===== src/rtl/akvt_pkg.sv =====
`default_nettype none

package akvt_pkg;

  localparam int ENTRIES_DEF    = 16;
  localparam int KEY_BITS_DEF   = 64;
  localparam int VALUE_BITS_DEF = 32;

  localparam int CAP_W    = 5;
  localparam int STATUS_W = 2;
  localparam int RDATA_W  = 32;
  localparam int SLOT_W   = 4;
  localparam int COUNT_W  = 5;

  localparam logic [CAP_W-1:0] CAP_RESET = 5'd16;

  typedef enum logic [1:0] {
    CMD_GET    = 2'd0,
    CMD_INSERT = 2'd1,
    CMD_DELETE = 2'd2,
    CMD_FIND   = 2'd3
  } cmd_e;

  typedef enum logic [STATUS_W-1:0] {
    ST_OK   = 2'd0,
    ST_MISS = 2'd1,
    ST_DUP  = 2'd2,
    ST_FULL = 2'd3
  } status_e;

  // controller -> datapath
  typedef struct packed {
    logic capture;  // latch request item
    logic lookup;   // compare all slots, update table
    logic load;     // move result into output register
  } ctl_t;

endpackage

`default_nettype wire


===== src/rtl/akvt_ctrl.sv =====
`default_nettype none

module akvt_ctrl (
  input  wire logic        clk_i,
  input  wire logic        rst_ni,
  input  wire logic        in_valid_i,
  output logic             in_ready_o,
  output logic             out_valid_o,
  input  wire logic        out_ready_i,
  output akvt_pkg::ctl_t   ctl_o
);
  import akvt_pkg::*;

  typedef enum logic [2:0] {
    S_IDLE = 3'b001,
    S_CMP  = 3'b010,
    S_LOAD = 3'b100
  } state_e;

  state_e state_q, state_d;
  logic   out_valid_q, out_valid_d;
  logic   slot_free;
  logic   accept;

  assign slot_free = !out_valid_q || out_ready_i;

  always_comb begin
    state_d     = state_q;
    out_valid_d = out_valid_q && !out_ready_i;
    in_ready_o  = 1'b0;
    ctl_o       = '0;
    unique case (state_q)
      S_IDLE: begin
        in_ready_o = 1'b1;
      end
      S_CMP: begin
        ctl_o.lookup = 1'b1;
        state_d      = S_LOAD;
      end
      S_LOAD: begin
        in_ready_o = slot_free;
        if (slot_free) begin
          ctl_o.load  = 1'b1;
          out_valid_d = 1'b1;
          state_d     = S_IDLE;
        end
      end
      default: begin
        state_d = S_IDLE;
      end
    endcase
    accept = in_valid_i && in_ready_o;
    if (accept) begin
      ctl_o.capture = 1'b1;
      state_d       = S_CMP;
    end
  end

  always_ff @(posedge clk_i or negedge rst_ni) begin
    if (!rst_ni) begin
      state_q     <= S_IDLE;
      out_valid_q <= 1'b0;
    end else begin
      state_q     <= state_d;
      out_valid_q <= out_valid_d;
    end
  end

  assign out_valid_o = out_valid_q;

endmodule

`default_nettype wire


===== src/rtl/akvt_datapath.sv =====
`default_nettype none

module akvt_datapath #(
  parameter int ENTRIES    = akvt_pkg::ENTRIES_DEF,
  parameter int KEY_BITS   = akvt_pkg::KEY_BITS_DEF,
  parameter int VALUE_BITS = akvt_pkg::VALUE_BITS_DEF
) (
  input  wire logic                          clk_i,
  input  wire logic                          rst_ni,
  input  wire akvt_pkg::ctl_t                ctl_i,
  input  wire logic                          cfg_we_i,
  input  wire logic [akvt_pkg::CAP_W-1:0]    cfg_wdata_i,
  input  wire logic [1:0]                    cmd_i,
  input  wire logic [KEY_BITS-1:0]           key_i,
  input  wire logic [VALUE_BITS-1:0]         value_i,
  output logic [akvt_pkg::STATUS_W-1:0]      status_o,
  output logic [akvt_pkg::RDATA_W-1:0]       read_value_o,
  output logic [akvt_pkg::SLOT_W-1:0]        slot_index_o,
  output logic [akvt_pkg::COUNT_W-1:0]       pair_count_o
);
  import akvt_pkg::*;

  localparam int IDX_W = $clog2(ENTRIES);
  localparam int CNT_W = $clog2(ENTRIES + 1);
  localparam int CMP_W = (CNT_W > CAP_W) ? CNT_W : CAP_W;

  function automatic logic [IDX_W-1:0] lowest(input logic [ENTRIES-1:0] v);
    logic [IDX_W-1:0] idx;
    idx = '0;
    for (int i = ENTRIES - 1; i >= 0; i--) begin
      if (v[i]) idx = IDX_W'(i);
    end
    return idx;
  endfunction

  // configuration
  logic [CAP_W-1:0]      cap_q;

  // request
  cmd_e                  cmd_q;
  logic [KEY_BITS-1:0]   key_q;
  logic [VALUE_BITS-1:0] val_q;

  // table
  logic [KEY_BITS-1:0]   key_store_q [ENTRIES];
  logic [VALUE_BITS-1:0] val_mem     [ENTRIES];
  logic [ENTRIES-1:0]    slot_valid_q;
  logic [CNT_W-1:0]      count_q;
  logic [VALUE_BITS-1:0] rdata_q;

  // lookup result
  status_e               res_status_q, res_status_d;
  logic [IDX_W-1:0]      res_slot_q, res_slot_d;
  logic                  res_rd_q, res_rd_d;

  // output register
  status_e               status_q;
  logic [RDATA_W-1:0]    read_value_q;
  logic [SLOT_W-1:0]     slot_index_q;
  logic [COUNT_W-1:0]    pair_count_q;

  logic [ENTRIES-1:0]    hit_vec, free_vec;
  logic [CMP_W-1:0]      cap_ext, slots_n;
  logic                  key_zero, any_hit, is_full;
  logic [IDX_W-1:0]      hit_idx, free_idx;
  logic                  do_ins, do_del;

  logic [RDATA_W+VALUE_BITS-1:0] rdata_ext;
  logic [SLOT_W+IDX_W-1:0]       slot_ext;
  logic [COUNT_W+CNT_W-1:0]      count_ext;

  assign cap_ext  = CMP_W'(cap_q);
  assign slots_n  = (cap_ext > CMP_W'(ENTRIES)) ? CMP_W'(ENTRIES) : cap_ext;
  assign key_zero = (key_q == '0);

  always_comb begin
    for (int i = 0; i < ENTRIES; i++) begin
      hit_vec[i]  = slot_valid_q[i] && (CMP_W'(i) < cap_ext) &&
                    (key_store_q[i] == key_q) && !key_zero;
      free_vec[i] = !slot_valid_q[i] && (CMP_W'(i) < cap_ext);
    end
  end

  assign any_hit  = |hit_vec;
  assign hit_idx  = lowest(hit_vec);
  assign free_idx = lowest(free_vec);
  assign is_full  = key_zero || (CMP_W'(count_q) >= slots_n) || !(|free_vec);

  always_comb begin
    res_status_d = ST_MISS;
    res_slot_d   = '0;
    res_rd_d     = 1'b0;
    do_ins       = 1'b0;
    do_del       = 1'b0;
    unique case (cmd_q)
      CMD_INSERT: begin
        if (is_full) begin
          res_status_d = ST_FULL;
        end else if (any_hit) begin
          res_status_d = ST_DUP;
          res_slot_d   = hit_idx;
        end else begin
          res_status_d = ST_OK;
          res_slot_d   = free_idx;
          do_ins       = 1'b1;
        end
      end
      CMD_GET, CMD_FIND, CMD_DELETE: begin
        if (any_hit) begin
          res_status_d = ST_OK;
          res_slot_d   = hit_idx;
          res_rd_d     = (cmd_q != CMD_FIND);
          do_del       = (cmd_q == CMD_DELETE);
        end
      end
      default: begin
        res_status_d = ST_MISS;
      end
    endcase
  end

  always_ff @(posedge clk_i or negedge rst_ni) begin
    if (!rst_ni) begin
      cap_q        <= CAP_RESET;
      slot_valid_q <= '0;
      count_q      <= '0;
    end else begin
      if (cfg_we_i) begin
        cap_q <= cfg_wdata_i;
      end
      if (ctl_i.lookup) begin
        if (do_ins) begin
          slot_valid_q[free_idx] <= 1'b1;
          count_q                <= count_q + CNT_W'(1);
        end
        if (do_del) begin
          slot_valid_q[hit_idx] <= 1'b0;
          if (count_q != '0) count_q <= count_q - CNT_W'(1);
        end
      end
    end
  end

  always_ff @(posedge clk_i) begin
    if (ctl_i.capture) begin
      cmd_q <= cmd_e'(cmd_i);
      key_q <= key_i;
      val_q <= value_i;
    end
    if (ctl_i.lookup) begin
      if (do_ins) key_store_q[free_idx] <= key_q;
      res_status_q <= res_status_d;
      res_slot_q   <= res_slot_d;
      res_rd_q     <= res_rd_d;
    end
  end

  always_ff @(posedge clk_i) begin
    if (ctl_i.lookup) begin
      if (do_ins) val_mem[free_idx] <= val_q;
      rdata_q <= val_mem[hit_idx];
    end
  end

  assign rdata_ext = {{RDATA_W{1'b0}}, rdata_q};
  assign slot_ext  = {{SLOT_W{1'b0}}, res_slot_q};
  assign count_ext = {{COUNT_W{1'b0}}, count_q};

  always_ff @(posedge clk_i) begin
    if (ctl_i.load) begin
      status_q     <= res_status_q;
      read_value_q <= res_rd_q ? rdata_ext[RDATA_W-1:0] : '0;
      slot_index_q <= slot_ext[SLOT_W-1:0];
      pair_count_q <= count_ext[COUNT_W-1:0];
    end
  end

  assign status_o     = status_q;
  assign read_value_o = read_value_q;
  assign slot_index_o = slot_index_q;
  assign pair_count_o = pair_count_q;

endmodule

`default_nettype wire


===== src/rtl/associative_key_value_table.sv =====
// Fully associative key/value table.
// Request channel (in_valid_i/in_ready_o): cmd_i (get, insert, delete, find),
// key_i and value_i. Result channel (out_valid_o/out_ready_i): status_o,
// read_value_o, slot_index_o and pair_count_o, one result per request, in order.
// Each request runs through the controller states in order: the accepting cycle
// latches the request, the compare state compares the key against every slot at
// once and updates the table, and the load state moves the result into the output
// register. A new request is accepted in the load state, but not in the compare state.
// A result waiting in the output register does not block the next lookup; a
// stalled receiver holds the block only when a second result is ready to load.
// cfg_we_i/cfg_wdata_i writes the number of slots in use; write it only while
// the block is idle.
// Reset empties the table, clears the pair count and sets the capacity to 16.
`default_nettype none

module associative_key_value_table #(
  parameter int ENTRIES    = akvt_pkg::ENTRIES_DEF,
  parameter int KEY_BITS   = akvt_pkg::KEY_BITS_DEF,
  parameter int VALUE_BITS = akvt_pkg::VALUE_BITS_DEF
) (
  input  wire logic                          clk_i,
  input  wire logic                          rst_ni,
  input  wire logic                          cfg_we_i,
  input  wire logic [akvt_pkg::CAP_W-1:0]    cfg_wdata_i,
  input  wire logic                          in_valid_i,
  output logic                               in_ready_o,
  input  wire logic [1:0]                    cmd_i,
  input  wire logic [KEY_BITS-1:0]           key_i,
  input  wire logic [VALUE_BITS-1:0]         value_i,
  output logic                               out_valid_o,
  input  wire logic                          out_ready_i,
  output logic [akvt_pkg::STATUS_W-1:0]      status_o,
  output logic [akvt_pkg::RDATA_W-1:0]       read_value_o,
  output logic [akvt_pkg::SLOT_W-1:0]        slot_index_o,
  output logic [akvt_pkg::COUNT_W-1:0]       pair_count_o
);
  import akvt_pkg::*;

  ctl_t ctl;

  akvt_ctrl u_ctrl (
    .clk_i       (clk_i),
    .rst_ni      (rst_ni),
    .in_valid_i  (in_valid_i),
    .in_ready_o  (in_ready_o),
    .out_valid_o (out_valid_o),
    .out_ready_i (out_ready_i),
    .ctl_o       (ctl)
  );

  akvt_datapath #(
    .ENTRIES    (ENTRIES),
    .KEY_BITS   (KEY_BITS),
    .VALUE_BITS (VALUE_BITS)
  ) u_datapath (
    .clk_i        (clk_i),
    .rst_ni       (rst_ni),
    .ctl_i        (ctl),
    .cfg_we_i     (cfg_we_i),
    .cfg_wdata_i  (cfg_wdata_i),
    .cmd_i        (cmd_i),
    .key_i        (key_i),
    .value_i      (value_i),
    .status_o     (status_o),
    .read_value_o (read_value_o),
    .slot_index_o (slot_index_o),
    .pair_count_o (pair_count_o)
  );

  // the lookup state always follows an accepted item
  a_busy_after_accept: assert property (@(posedge clk_i) disable iff (!rst_ni)
    in_valid_i && in_ready_o |=> !in_ready_o)
    else $error("request accepted during lookup");

  a_miss_clean: assert property (@(posedge clk_i) disable iff (!rst_ni)
    out_valid_o && (status_o == ST_MISS) |-> (read_value_o == '0) && (slot_index_o == '0))
    else $error("miss result carries data");

  a_nok_no_value: assert property (@(posedge clk_i) disable iff (!rst_ni)
    out_valid_o && (status_o != ST_OK) |-> (read_value_o == '0))
    else $error("failed request returns a value");

  a_full_slot_zero: assert property (@(posedge clk_i) disable iff (!rst_ni)
    out_valid_o && (status_o == ST_FULL) |-> (slot_index_o == '0))
    else $error("full result carries a slot");

endmodule

`default_nettype wire


===== config.mk =====
export PLATFORM = sky130hd
export DESIGN_NAME = associative_key_value_table
export DESIGN_NICKNAME = d
export VERILOG_FILES = /design/src/rtl/akvt_pkg.sv /design/src/rtl/akvt_ctrl.sv /design/src/rtl/akvt_datapath.sv /design/src/rtl/associative_key_value_table.sv
export SDC_FILE = /design/constraint.sdc
export NUM_CORES = 2
export LEC_CHECK = 0
export ABC_AREA = 1
export BUFFER_PORTS_ARGS = -buffer_cell sky130_fd_sc_hd__buf_4
export CAP_MARGIN = 0
export CORE_MARGIN = 5
export CORE_UTILIZATION = 30
export CTS_BUF_LIST = sky130_fd_sc_hd__clkbuf_8
export CTS_CLUSTER_DIAMETER = 80
export CTS_CLUSTER_SIZE = 16
export DETAILED_ROUTE_END_ITERATION = 6
export HOLD_SLACK_MARGIN = 0.02
export PLACE_DENSITY = 0.53
export RECOVER_POWER = 25
export SYNTH_ARGS = -nofsm -noshare
export SYNTH_HDL_FRONTEND = slang
export SYNTH_SLANG_ARGS = --single-unit

===== constraint.sdc =====
create_clock -name clk_i -period 12.85 [get_ports clk_i]
set_input_delay 0 -clock clk_i [delete_from_list [all_inputs] [get_ports clk_i]]
set_output_delay 0 -clock clk_i [all_outputs]
set_load 0.1 [all_outputs]

# ---- Word-level counts from Yosys, hierarchy flattened
# Memories as Yosys holds them, arrays and structs flattened. A register that Yosys moved wholly into a read port is not among the register bits.
# Cells that the tools add are included.
dict set report word_totals {
  out_inout_bits 45
  input_bits 108
  regBits 178
  memories 2
  mem_bits_rw 1536
  wordCells 237
}
# memory depth width rd rd_clocked_by_memory_dff wr line_no
set mem_list {}
lappend mem_list {u_datapath.key_store_q 16 64 16 0 1 akvt_datapath.sv:45} ;# logic [KEY_BITS-1:0] key_store_q [ENTRIES];
lappend mem_list {u_datapath.val_mem 16 32 1 1 1 akvt_datapath.sv:46} ;# logic [VALUE_BITS-1:0] val_mem [ENTRIES];
dict set report op_classes {
  n_bitwise 3
  add_sub_neg 2
  n_reduce_logical 99
  order_cmp 22
  eq_ne 25
  mux 69
}
# op count
set op_table {}
lappend op_table {{$eq 64x64->1} 16}
lappend op_table {{$mux 4} 35}
lappend op_table {{$logic_and 1x1->1} 68}
lappend op_table {{$logic_not 64->1} 1}
lappend op_table {{$mux 16} 3}
lappend op_table {{$lt 4x5->1 const A} 8}
lappend op_table {{$reduce_or 16->1} 2}
lappend op_table {{$logic_not 1->1} 20}
lappend op_table {{$lt 3x5->1 const A} 4}
lappend op_table {{$mux 5} 4}
lappend op_table {{$mux 1} 17}
lappend op_table {{$and 16x16->16} 1}
lappend op_table {{$not 16->16} 1}
lappend op_table {{$or 16x16->16} 1}
lappend op_table {{$lt 1x5->1 const A} 2}
lappend op_table {{$lt 2x5->1 const A} 2}
lappend op_table {{$lt 4x5->1 const B} 2}
lappend op_table {{$pmux 3 s3} 1}
lappend op_table {{$demux 1 s4} 2}
lappend op_table {{$ge 4x1->1 const B} 2}
lappend op_table {{$pmux 4 s2} 1}
lappend op_table {{$mux 3} 2}
lappend op_table {{$add 5x1->5 const B} 1}
lappend op_table {{$ge 5x5->1} 1}
lappend op_table {{other kinds (18)} 23}

# ---- Depth between registers and ports, before layout
dict set report depth {
  word_depth 27
  mapped_depth 34
  depth_no_buf 31
}

# ---- Cells and area by module
# From an unflattened synthesis, not the netlist that was laid out.
dict set report hier_totals {
  cells_unflattened 5947
  hier_area_um2 73561.8
}
# module n_inst seq_area_each_um2 cells_each area_per_inst_um2
set modules_own_cells {}
lappend modules_own_cells {akvt_datapath 1 52181.3 5921 73342.8}
lappend modules_own_cells {akvt_ctrl 1 101.3 26 219.0}

# ---- Worst setup path before layout
# OpenSTA, ideal clock, no wires.
dict set report synth_timing {
  kind {register to register}
  startpoint {register u_ctrl.state_q[2]}
  endpoint {memory u_datapath.key_store_q[0][0] (netlist bit) (enable)}
  path_buffers 0
  setup_time_ns 0.551
  stages_incl_launch_ff 8
  slack_ns 3.868
  t_arrival_ns 8.431
  synth_period_minus_slack_ns 8.982
  required_ns 12.299
  cell_sequence {dfrtp_1 nor3_1 inv_1 nor2_2 nand2_1 nor2_1 inv_2 nor2_1}
}
dict set report synth_between {
  elab_chain_cells 4
}
# element line_no
set synth_lines {}
lappend synth_lines {{start, declared} akvt_ctrl.sv:20} ;# state_e state_q, state_d;
lappend synth_lines {{start signal, assigned} akvt_ctrl.sv:64} ;# state_q <= state_d;
lappend synth_lines {{$eq 3x2->1} akvt_ctrl.sv:32} ;# unique case (state_q)
lappend synth_lines {{$mux 1} akvt_ctrl.sv:32}
lappend synth_lines {{$mux 1} akvt_datapath.sv:150} ;# if (ctl_i.lookup) begin
lappend synth_lines {{$mux 1 (not written as such)} akvt_datapath.sv:151} ;# if (do_ins) key_store_q[free_idx] <= key_q;
lappend synth_lines {{end, declared} akvt_datapath.sv:45}
# No other way between the ends.

# ---- Worst setup path after layout
dict set report layout_timing {
  startpoint {register u_datapath.key_q[4]}
  endpoint {memory u_datapath.key_store_q[9][3] (netlist bit) (enable)}
}
dict set report layout_between {
  elab_chain_cells 10
  elab_cells_between_ends 59
  classes_between {eq/ne: 16; mux: 6; reduce/logical: 37}
}
# element line_no
set layout_lines {}
lappend layout_lines {{start, declared} akvt_datapath.sv:41} ;# logic [KEY_BITS-1:0] key_q;
lappend layout_lines {{start signal, assigned} akvt_datapath.sv:147} ;# key_q <= key_i;
lappend layout_lines {{$eq 64x64->1 / $logic_not 64->1 (equally long branches)} {akvt_datapath.sv:79, akvt_datapath.sv:74}}
lappend layout_lines {{$logic_and 1x1->1 / $logic_not 1->1 (equally long branches)} {akvt_datapath.sv:78, akvt_datapath.sv:79}}
lappend layout_lines {{$logic_and 1x1->1} akvt_datapath.sv:79} ;# (key_store_q[i] == key_q) && !key_zero;
lappend layout_lines {{$reduce_or 16->1} akvt_datapath.sv:84} ;# assign any_hit = |hit_vec;
lappend layout_lines {{$mux 1} akvt_datapath.sv:99} ;# end else if (any_hit) begin
lappend layout_lines {{$mux 1 (*)} akvt_datapath.sv:97} ;# if (is_full) begin
lappend layout_lines {{$mux 1 (*)} akvt_datapath.sv:95} ;# unique case (cmd_q)
lappend layout_lines {{$mux 1 (*)} akvt_datapath.sv:151}
lappend layout_lines {{$mux 1 (*)} akvt_datapath.sv:150}
lappend layout_lines {{$mux 1 (not written as such) (*)} akvt_datapath.sv:151}
# Mark *: on every way between the ends. The rest lies on a longest branch, timed or not.

==> out/qor_table.md <==
| Parameter | Reported | Unit |
|:---|:---|:---|
| DR vias | 53.6k | - |
| Share of layout cells above drive strength 1 | 9.28 | % |
| Origin of the critical flop-to-flop path | u_datapath.key_q[4]$_DFFE_PP_ | - |
| CTS sink cnt | 1746 | - |
| Setup repair after global routing missed its margin | no | - |
| Area share of the largest cell type after synthesis | 69.5 | % |
| Crit path DAT | 10.33 | ns |
| Family with the most delay on the worst path | buffers and inverters | - |
| TritonCTS clock tree | done | - |
| Average via count per standard cell | 5.48 | - |
| Iter 0 DRT Violations | 9195 | - |
| Data required, critical path | 13.43 | ns |
| Syn Area/Cell | 12.1 | um^2 |
| Cell taking the most area after synthesis | sky130_fd_sc_hd__edfxtp_1 | - |
| Worst-path cell chain | clkbuf_1 -> inv_2 -> o2111ai_1 -> nor3b_1 -> nand2_1 -> nor4b_4 -> nand3_4 -> nand2_2 -> nor2_4 -> nand2_4 -> nor2_4 -> nand2_2 -> nor2_2 -> nand2_1 -> nor2_1 -> inv_2 -> nor2_4 -> buf_4 -> buf_4 | - |
| Library cell contributing the largest single delay on the critical path | sky130_fd_sc_hd__clkbuf_1 | - |
| Overall power consumption | 12300 | uW |
| Final period util | 75.9 | % |
| Achievable clock frequency | 0.103 | GHz |
| Clock Root Buffer | sky130_fd_sc_hd__clkbuf_8 | - |
| I/O pin cnt | 153 | - |
| Hold path cells | 4 | - |
| Number of storage elements in the synthesis netlist | 1746 | - |
| Max Clock Skew | 0.0564 | ns |
| Post-synth EDFFs | 1716 | - |
| First-pass GRT wire length | 406000 | um |
| Die boundary height | 507 | um |
| Type of the setup path with the least slack | reg2reg | - |
| Buffers and inverters on the worst path | 5 | - |
| Cells taking the most area after synthesis | sky130_fd_sc_hd__edfxtp_1 (70%), sky130_fd_sc_hd__nand2_1 (6.2%), sky130_fd_sc_hd__nor2_1 (3.4%) | - |
| Hold wc startpoint | in_valid_i | - |
| Max stage delay on crit path | 2.60 | ns |
| Overall global routing resource usage | 22.3 | % |
| Setup Total Neg Slack | 0 | ns |
| Cell mode on critical path | sky130_fd_sc_hd__nor2_4 | - |
| LEAKAGE | 0.0292 | uW |
| Post-synthesis sequential area ratio | 70.5 | % |
| Transition time of the tightest slew-check pin | 3.73 | ns |
| Maximum fanout encountered on the critical timing path | 72 | - |
| End of the worst register-to-register path | u_datapath.key_store_q[9][3]$_DFFE_PP_ | - |
| Hold violation total from the final report | 0 | - |
| Failing checks | DRC, capacitance limit, slew limit | - |
| Worst-Skew Late Latency | 0.97 | ns |
| Port buffer count | 152 | - |
| Routability congestion estimate from global placement | 0.993 | - |
| Post-Syn Nets | 6243 | - |
| Setup violators final | 0 | - |
| Horizontal die dimension | 507 | um |
| Netlist area before placement | 74100 | um^2 |
| Relative slew slack | -149 | % |
| Number of global-route vias before repair | 50.0k | - |
| Number of H-tree levels | 4 | - |
| Antenna violations before repair | 51 | - |
| Distinct cell type count of the synthesized netlist | 59 | - |
| Cell Rows | 182 | - |
| Inserted Clock Buffers | 131 | - |
| Overall die area | 257000 | um^2 |
| Fin crit period | 9.75 | ns |
| Startpoint Class | flop | - |
| Area growth from synthesis to final layout | 12.3 | % |
| DPL Wire Length | 178000 | um |
| Post-detailed-routing wire length | 297000 | um |
| Router iterations before antenna repair | 7 | - |
| Worst hold endpoint | u_ctrl.state_q[0]$_DFFE_PN1P_ | - |
| Wire length per cell | 30.4 | um |
| Share of async-settable or async-resettable flops after synthesis | 1.72 | % |
| Clock transition at the registers of the reported paths | 0.10 | ns |
| Number of fillers in the final layout | 24.4k | - |
| Number of max-slew violations in the final report | 445 | - |
| MaxCap Viol Count | 26 | - |
| Post-layout nets | 6623 | - |
| R2R depth | 19 | - |
| Starting utilization of the core area | 30.1 | % |
| Status | complete, but fails checks | - |
| Maximum clock path buffer count | 3 | - |
| Worst reg-to-reg setup slack | 3.10 | ns |
| Number of warning messages in the yosys log | 0 | - |
| Main flop type after synthesis | sky130_fd_sc_hd__edfxtp_1 | - |
| Worst vdd ir | 98.8 | uV |
| Worst hold-check path type | in2reg | - |
| Post-Syn Instances | 6128 | - |
| Gr ovfl total | 0 | - |
| Maximum number of pins on one net before global-route repair | 227 | - |
| DRC | 1 | - |
| Total power density per cell area | 148 | nW/um^2 |
| Floorplan core area | 246000 | um^2 |
| Endpoint type of the worst setup path | flop | - |
| Routed Antenna Nets | 0 | - |
==> kinds of logic (layout without fill, tap and decap cells) <==
kind of cell | count (synthesis) | in the layout | share of synthesized area (%)
compound gates | 622 | 622 | 5.06
xor+xnor | 281 | 281 | 3.32
fa+ha+maj | 7 | 7 | 0.118
buf+inv | 681 | 1092 | 4.27
flops | 1746 | 1746 | 70.5
mux | 1 | 1 | 0.0152
other cells | 0 | 21 | 0
simple gates | 2790 | 2790 | 16.7
==> flip-flops by register name (all words and copies together), names as in the netlist <==
register and cells:
u_datapath.cmd_q 2, u_datapath.count_q 5, u_datapath.val_q 32, u_datapath.res_rd_q 1
u_datapath.rdata_q 32, u_datapath.cap_ext 5, u_datapath.res_slot_q 4, u_datapath.status_o 2
u_ctrl.out_valid_o 1, u_datapath.slot_valid_q 16, u_datapath.slot_index_o 4, u_datapath.read_value_o 32
u_datapath.key_store_q 1024, u_ctrl.state_q 3, u_datapath.pair_count_o 5, u_datapath.res_status_q 2
u_datapath.val_mem 512, u_datapath.key_q 64
==> synth_stat cells (45+ instances only) <==
master / count
sky130_fd_sc_hd__buf_2: 174
sky130_fd_sc_hd__buf_4: 45
sky130_fd_sc_hd__clkbuf_1: 62
sky130_fd_sc_hd__edfxtp_1: 1716
sky130_fd_sc_hd__inv_1: 305
sky130_fd_sc_hd__inv_2: 60
sky130_fd_sc_hd__nand2_1: 1217
sky130_fd_sc_hd__nand3_1: 341
sky130_fd_sc_hd__nand4_1: 315
sky130_fd_sc_hd__nor2_1: 667
sky130_fd_sc_hd__nor4_1: 99
sky130_fd_sc_hd__o21ai_0: 263
sky130_fd_sc_hd__o21ai_1: 55
sky130_fd_sc_hd__o22ai_1: 158
sky130_fd_sc_hd__or2_2: 56
sky130_fd_sc_hd__xnor2_1: 95
sky130_fd_sc_hd__xor2_1: 186
==> placed cells by master (no fill, tap or decap), drive strengths merged, types with 2 or more instances in the layout <==
master and count:
edfxtp 1716, nand2 1225, nor2 678, inv 381
nand3 343, o21ai 318, nand4 315, clkbuf 279
dlygate4sd3 220, buf 197, xor2 186, o22ai 158
nor4 99, xnor2 95, or2 61, nor3 39
a221oi 31, o2111ai 30, dfrtp 28, a21oi 25
diode 21, a211oi 15, a2111oi 14, nor3b 9
a22o 9, clkinvlp 9, nand3b 8, ha 7
nor4b 6, o211ai 5, clkinv 4, o221ai 3
a221o 3, and3 3, and2 3, a211o 2
a31oi 2, dfstp 2
==> what timing repair did <==
action | CTS | global route
gates resized for setup | 0 | 0
setup buffers | 0 | 0
endpoints found under the hold margin | 176 | 0
hold buffers | 221 | 0
==> worst max path at each step <==
| stage | start | to | slack [ns] | cells after the start |
|---|---|---|---|---|
| 2_1_floorplan | u_ctrl.state_q[2]$_DFFE_PN0P_ | u_datapath.key_store_q[0][0]$_DFFE_PP_ | 3.87 | 7 |
| 3_3_place_gp | u_datapath.key_q[1]$_DFFE_PP_ | u_datapath.rdata_q[2]$_DFFE_PN_ | 5.81 | 15 |
| 3_5_place_dp | u_datapath.key_q[34]$_DFFE_PP_ | u_datapath.key_store_q[9][0]$_DFFE_PP_ | 5.71 | 22 |
| 4_1_cts | u_datapath.key_q[34]$_DFFE_PP_ | u_datapath.key_store_q[9][0]$_DFFE_PP_ | 5.67 | 22 |
| 5_1_grt | u_datapath.key_q[42]$_DFFE_PP_ | u_datapath.rdata_q[9]$_DFFE_PN_ | 3.04 | 17 |
| 6_report | u_datapath.key_q[4]$_DFFE_PP_ | u_datapath.key_store_q[9][3]$_DFFE_PP_ | 3.10 | 19 |
==> power breakdown <==
part           internal, uW  switching (uW)
Clock                   998            1900
Combinational           500            2070
Sequential             6660             155
Total                  8160            4130
==> routing by layer <==
metal / wire length [um] / vias up / track usage (%)
met1: 118000 / 26560 / 30.8
met5: 124 / - / 0
li1: - / 22551 / -
met2: 123000 / 3730 / 32.0
met3: 37100 / 755 / 6.02
met4: 18400 / 20 / 11.7
==> stage by stage <==
step	setup WS [ns]	std cells	hold WS [ns]	utilization, %	area, um^2
5_1_grt	3.04	9766	0.188	33.9	83300
3_3_place_gp	5.81	9372	-0.00788	32.2	79200
2_1_floorplan	3.87	6128	-0.296	-	74100
4_1_cts	5.67	9759	0.137	34.0	83500
6_report	3.10	9780	0.199	33.9	83300
3_5_place_dp	5.71	9374	-0.00576	32.2	79200
==> worst min-delay path: cells and delay by family <==
family,cells,cell delay (ns)
and+or+nand+nor,2,0.42
buffers and inverters,2,0.68
==> area by class of cell <==
class / count / area (um^2) / share of cell area [%]
tap: 3220 / 4030 / 4.84
multi-input combinational: 3701 / 18900 / 22.7
inverter: 366 / 1380 / 1.65
antenna: 21 / 52.6 / 0.0631
clock buffer: 135 / 1860 / 2.23
clock inverter: 29 / 241 / 0.290
sequential: 1746 / 52300 / 62.8
timing repair buffer: 562 / 4550 / 5.46
Power figures use the tool's default switching activity.
